**src/rtl/tdpt_pkg.sv**
```systemverilog
// Package: shared constants for the trial-division prime test.
`default_nettype none
package tdpt_pkg;

	// Default operand width of the number under test
	localparam int unsigned WIDTH_DEFAULT = 32;

	// First trial divisor
	localparam int unsigned FIRST_DIVISOR = 2;

endpackage
`default_nettype wire

```
**src/rtl/tdpt_div.sv**
```systemverilog
// Module: bit-serial restoring divider, one quotient bit per cycle.
`default_nettype none
module tdpt_div
	import tdpt_pkg::*;
#(
	parameter int unsigned WIDTH = WIDTH_DEFAULT
) (
	input  wire logic             clk,
	input  wire logic             arst_n,
	input  wire logic             start,
	input  wire logic [WIDTH-1:0] num,
	input  wire logic [WIDTH-1:0] den,
	output logic                  done,
	output logic      [WIDTH-1:0] quo,
	output logic      [WIDTH-1:0] rem
);

	localparam int unsigned CW = $clog2(WIDTH + 1);

	logic [WIDTH-1:0] rem_q;
	logic [WIDTH-1:0] quo_q;
	logic [WIDTH-1:0] den_q;
	logic [CW-1:0]    cnt_q;
	logic             busy_q;
	logic             done_q;

	logic [WIDTH:0]   shifted;
	logic [WIDTH:0]   diff;
	logic             ge;
	logic [WIDTH-1:0] rem_next;
	logic [WIDTH-1:0] quo_next;

	// Shift in the next dividend bit and try to subtract the divisor
	always_comb begin
		shifted  = {rem_q, quo_q[WIDTH-1]};
		diff     = shifted - {1'b0, den_q};
		ge       = (shifted >= {1'b0, den_q});
		rem_next = ge ? diff[WIDTH-1:0] : shifted[WIDTH-1:0];
		quo_next = {quo_q[WIDTH-2:0], ge};
	end

	// Sequence the steps: load on start, advance while busy, pulse done at the end
	always_ff @(posedge clk or negedge arst_n) begin
		if (!arst_n) begin
			cnt_q  <= '0;
			busy_q <= 1'b0;
			done_q <= 1'b0;
		end else if (start) begin
			cnt_q  <= CW'(WIDTH);
			busy_q <= 1'b1;
			done_q <= 1'b0;
		end else if (busy_q) begin
			cnt_q <= cnt_q - CW'(1);
			if (cnt_q == CW'(1)) begin
				busy_q <= 1'b0;
				done_q <= 1'b1;
			end
		end else begin
			done_q <= 1'b0;
		end
	end

	// Hold the datapath words
	always_ff @(posedge clk) begin
		if (start) begin
			rem_q <= '0;
			quo_q <= num;
			den_q <= den;
		end else if (busy_q) begin
			rem_q <= rem_next;
			quo_q <= quo_next;
		end
	end

	assign done = done_q;
	assign quo  = quo_q;
	assign rem  = rem_q;

endmodule
`default_nettype wire

```
**src/rtl/trial_division_prime_test_top.sv**
```systemverilog
// Module: trial-division primality test, top level with valid/stall channels.
//
// Usage:
//   Input channel: number with in_valid; the block drives in_stall. A beat is
//   taken when in_valid is high and in_stall is low. in_stall is low only while
//   the block is idle, so one number is worked on at a time.
//   Output channel: is_prime and below_two with out_valid; the receiver drives
//   out_stall. The result register holds its beat until it is taken, and the
//   block may accept the next number while that beat still waits.
//   A number below two goes straight to the finish state. Any
//   other number runs trial divisors d = 2, 3, ... on one shared bit-serial
//   divider; each divisor takes one load, WIDTH quotient bits and one check.
//   The test stops at the first zero remainder or when d exceeds number / d.
//   Reset (arst_n low, asynchronous) drops any work in progress and any
//   pending result; the block comes up idle with out_valid low.
//   While the result register is full and stalled, a finished test waits in
//   place and the input stays stalled.
`default_nettype none
module trial_division_prime_test_top
	import tdpt_pkg::*;
#(
	parameter int unsigned WIDTH = WIDTH_DEFAULT
) (
	input  wire logic             clk,
	input  wire logic             arst_n,
	input  wire logic             in_valid,
	output logic                  in_stall,
	input  wire logic [WIDTH-1:0] number,
	output logic                  out_valid,
	input  wire logic             out_stall,
	output logic                  is_prime,
	output logic                  below_two
);

	localparam logic [1:0] ST_IDLE   = 2'd0;
	localparam logic [1:0] ST_START  = 2'd1;
	localparam logic [1:0] ST_WAIT   = 2'd2;
	localparam logic [1:0] ST_FINISH = 2'd3;

	logic [1:0]       state_q;
	logic [WIDTH-1:0] number_q;
	logic [WIDTH-1:0] div_q;
	logic             res_prime_q;
	logic             res_below_q;
	logic             out_valid_q;
	logic             is_prime_q;
	logic             below_two_q;

	logic             in_take;
	logic             out_take;
	logic             out_load;
	logic             div_start;
	logic             div_done;
	logic [WIDTH-1:0] div_quo;
	logic [WIDTH-1:0] div_rem;

	assign in_take   = in_valid && (state_q == ST_IDLE);
	assign out_take  = out_valid_q && !out_stall;
	assign out_load  = (state_q == ST_FINISH) && (!out_valid_q || !out_stall);
	assign div_start = (state_q == ST_START);

	tdpt_div #(
		.WIDTH(WIDTH)
	) u_div (
		.clk   (clk),
		.arst_n(arst_n),
		.start (div_start),
		.num   (number_q),
		.den   (div_q),
		.done  (div_done),
		.quo   (div_quo),
		.rem   (div_rem)
	);

	// Sequence one test: accept, loop over divisors, hand the result on
	always_ff @(posedge clk or negedge arst_n) begin
		if (!arst_n) begin
			state_q <= ST_IDLE;
		end else begin
			unique case (state_q)
				ST_IDLE: begin
					if (in_take) begin
						if (number < WIDTH'(FIRST_DIVISOR)) begin
							state_q <= ST_FINISH;
						end else begin
							state_q <= ST_START;
						end
					end
				end
				ST_START: begin
					state_q <= ST_WAIT;
				end
				ST_WAIT: begin
					if (div_done) begin
						if ((div_q > div_quo) || (div_rem == '0)) begin
							state_q <= ST_FINISH;
						end else begin
							state_q <= ST_START;
						end
					end
				end
				ST_FINISH: begin
					if (out_load) begin
						state_q <= ST_IDLE;
					end
				end
				default: begin
					state_q <= ST_IDLE;
				end
			endcase
		end
	end

	// Hold the number, the trial divisor and the verdict
	always_ff @(posedge clk) begin
		if (in_take) begin
			number_q    <= number;
			div_q       <= WIDTH'(FIRST_DIVISOR);
			res_prime_q <= 1'b0;
			res_below_q <= (number < WIDTH'(FIRST_DIVISOR));
		end else if ((state_q == ST_WAIT) && div_done) begin
			if (div_q > div_quo) begin
				res_prime_q <= 1'b1;
			end else if (div_rem == '0) begin
				res_prime_q <= 1'b0;
			end else begin
				div_q <= div_q + WIDTH'(1);
			end
		end
	end

	// Track the output beat
	always_ff @(posedge clk or negedge arst_n) begin
		if (!arst_n) begin
			out_valid_q <= 1'b0;
		end else if (out_load) begin
			out_valid_q <= 1'b1;
		end else if (out_take) begin
			out_valid_q <= 1'b0;
		end
	end

	// Load the output payload
	always_ff @(posedge clk) begin
		if (out_load) begin
			is_prime_q  <= res_prime_q;
			below_two_q <= res_below_q;
		end
	end

	assign in_stall  = (state_q != ST_IDLE);
	assign out_valid = out_valid_q;
	assign is_prime  = is_prime_q;
	assign below_two = below_two_q;

endmodule
`default_nettype wire
```
**config.mk**
```make
export PLATFORM = sky130hd
export DESIGN_NAME = trial_division_prime_test_top
export DESIGN_NICKNAME = d
export VERILOG_FILES = /design/src/rtl/tdpt_pkg.sv /design/src/rtl/tdpt_div.sv /design/src/rtl/trial_division_prime_test_top.sv
export SDC_FILE = /design/constraint.sdc
export NUM_CORES = 1
export LEC_CHECK = 0
export BUFFER_PORTS_ARGS = -buffer_cell sky130_fd_sc_hd__buf_2
export CAP_MARGIN = 30
export CORE_ASPECT_RATIO = 1.2
export CORE_MARGIN = 4
export CORE_UTILIZATION = 50
export CTS_CLUSTER_SIZE = 10
export DETAILED_ROUTE_END_ITERATION = 10
export PLACE_DENSITY_LB_ADDON = 0.25
export SLEW_MARGIN = 15
export SYNTH_ARGS = -nofsm -noshare
export SYNTH_HDL_FRONTEND = slang
export SYNTH_HIERARCHICAL = 1
export SYNTH_SLANG_ARGS = --single-unit
```
**constraint.sdc**
```tcl
create_clock -name clk -period 4.6 [get_ports clk]
set_input_delay 0.23 -clock clk [delete_from_list [all_inputs] [get_ports clk]]
set_output_delay 0.23 -clock clk [all_outputs]
set_load 0.01 [all_outputs]
```
==> results.yml <==
status:
  status: "completed"
placement:
  place_congestion: 0.945
  io_buffers: 39
  dpl_cell_area_um2: 10200
  hpwlAfterDp_um: 15900
sta:
  setup_violations: 0
  slew_headroom: 0.463
  post-route-period-util: 0.737
  drv_slew: 0
  rsz0062_at_grt: "false"
  fin_skew_ns: 0.0110
  fin_tns_setup_ns: 0
  fmax_mhz: 295
  post-route-min-period_ns: 3.39
  finalHoldViolations: 0
  worst_slew_pin_slew_ns: 0.806
logic_synthesis:
  synth_area_leaders: "edfxtp_1 (30%), dfxtp_1 (13%), ha_1 (8.5%), a21oi_1 (3.7%), mux2_2 (3.6%)"
  synth.top_cell.area_share: 0.303
  yosysTopAreaCell: "edfxtp_1"
  synth_seq_cells: 175
  synth_area_um2: 9810
  yosysMostFrequentCell: "edfxtp_1"
  synth_top_cells_by_count: "edfxtp_1 (99), inv_1 (90), nand2_1 (82)"
  syn_area_per_cell_um2: 9.78
  synth_edf_count: 99
  synth_ff_type: "edfxtp_1"
  ys_types: 68
  async_reset_ff_frac: 0.0629
  synthesis.nets: 1107
  ys_warn_count: 6
  postSynthCellCount: 1003
  ys_seq_area_frac: 0.464
finish:
  multi_input_area_um2: 4740
  drive_gt1_frac: 0.118
  area_delta_synth_final_pct: 13.3
  n_antenna_cell: 0
  fillers: 1609
  final_nets: 1164
  regArea_um2: 4550
  fin_area_um2: 11100
worst_setup_path:
  slowest_stage: "or4b_4"
  cp.required_ns: 4.96
  cp_num_buf_inv: 0
  worst-path-max-fanout: 59
  endpoint_kind: "flop"
  crit_chain: "ha_1 -> nand4_1 -> or4_1 -> nor2_1 -> o22ai_1 -> or4b_4 -> or4_1 -> a21oi_1"
  cp-start-kind: "flop"
  worstPathArrival_ns: 3.75
  worst_path_most_repeated_cell: "or4_1"
  slowest_delay_ns: 0.81
  worstSetupPathType: "flop to flop"
  crit_family: "simple AND/OR/NAND/NOR gates"
route:
  drc: 0
  drt_wl_total_um: 22700
  wl_met2_um: 11200
  num_vias: 7834
  post_drt_wl_per_cell_um: 17.1
  wl_met3_um: 1060
  top_layer: "met4"
  met1_length_um: 9750
  routed_via_density: 5.90
  drtIter0Drc: 682
  ant_nets: 0
  drtPass1Iterations: 5
grt:
  overflow: 0
  grt_max_degree: 60
  grt_pass1_wl_um: 37200
  antenna_found_initial: 0
  grt_use_total: 0.212
  grt_pass1_vias: 7554
clock_network:
  clockBufferDepth: 2
  postCtsSetupBuffers: 0
  cts_tree: "yes"
  clk_pin_slew_ns: 0.07
  root_buffer: "clkbuf_16"
  htree_levels: 4
  cts_buffers: 17
  cts.sinks: 175
  clock_latency_ns: 0.44
die:
  die_w_um: 136
  die_y_um: 161
  ios: 40
  rows: 55
  die-area_um2: 21900
  start_util: 0.514
  coreArea_um2: 19100
power_and_ir_drop:
  p_leak_nw: 4.39
  power_mw: 7.88
  power.density_nw_per_um2: 709
  ir_drop_uv: 365
job:
  maxCapViolCount: 0
worst_hold_path:
  hold_class: "primary input to flop"
area by class of cell:
cell class / count / area share
timing repair buffer: 81 / 0.0534
clock buffer: 17 / 0.0383
tap: 256 / 0.0288
clock inverter: 14 / 0.0128
sequential: 175 / 0.409
inverter: 90 / 0.0304
multi-input combinational: 695 / 0.427
metal layers:
layer | vias up | GRT usage
met5 | - | 0
met4 | 0 | 0.0880
met3 | 50 | 0.0312
met2 | 224 | 0.365
met1 | 3692 | 0.264
li1 | 3868 | -
kinds of logic (layout without fill, tap and decap cells):
family	count (synthesis)	after routing	share of synthesized area
AO/OA/AOI/OAI	245	245	0.165
flip-flops	175	175	0.464
XOR/XNOR	29	29	0.0259
adder cells (fa/ha/maj)	68	68	0.0875
AND/OR/NAND/NOR	319	319	0.165
buffers and inverters	133	202	0.0535
multiplexers	34	34	0.0387
tightest hold or removal path, cell delays in order:
cell,delay [ns]
buf_2,0.10
nand2_1,0.05
nand2_1,0.05
power by group:
part	leakage, nW	internal (mW)	switching (mW)
Clock	0.275	0.721	0.683
Sequential	1.63	2.27	0.354
Combinational	2.48	1.54	2.31
state kept, by name, summed over array words and instances, names as in the netlist:
signal and count:
out_valid 1, u_div/den_q 32, state_q 2, below_two 1
res_below_q 1, is_prime 1, u_div/quo 32, u_div/done 1
res_prime_q 1, number_q 32, u_div/cnt_q 6, u_div/rem 32
u_div/busy_q 1, div_q 32
cells in the final DEF (no fill, tap or decap), types with 16 or more instances in the layout:
cell type / instances
a21o_1: 16
a21oi_1: 72
buf_2: 39
clkbuf_16: 17
dfxtp_1: 65
dlygate4sd3_1: 33
edfxtp_1: 99
ha_1: 67
inv_1: 89
mux2_2: 31
nand2_1: 82
nand3_1: 33
nand4_1: 33
nor2_1: 70
nor4_1: 22
o211ai_1: 19
o21ai_0: 45
o31ai_1: 24
or4_1: 22
xnor2_1: 20
path summary, 6_finish.rpt:
path	from	end	slack (ns)	cells after the start
max in group asynchronous	arst_n	u_div/cnt_q[0]	4.20	2
min	out_stall	out_valid	0.02	3
max reg2reg	div_q[9]	div_q[30]	1.21	8
max	div_q[9]	div_q[30]	1.21	8
min in group asynchronous	arst_n	u_div/cnt_q[2]	0.20	2
min reg2reg	res_prime_q	is_prime	0.44	0
stage by stage:
stage	setup WS [ns]	hold slack, ns	instances	util
2_1_floorplan	0.944	-0.0656	1003	-
3_3_place_gp	1.26	0.113	1264	0.536
3_5_place_dp	1.22	0.116	1264	0.536
4_1_cts	1.21	0.00518	1328	0.583
5_1_grt	0.997	0.0162	1328	0.583
6_report	1.21	0.0184	1328	0.583
what timing repair did:
item,CTS,global route
endpoints found under the hold margin,43,0
resized for setup,0,0
hold buffers,33,0
No activity file was read; power rests on OpenSTA's default activity.
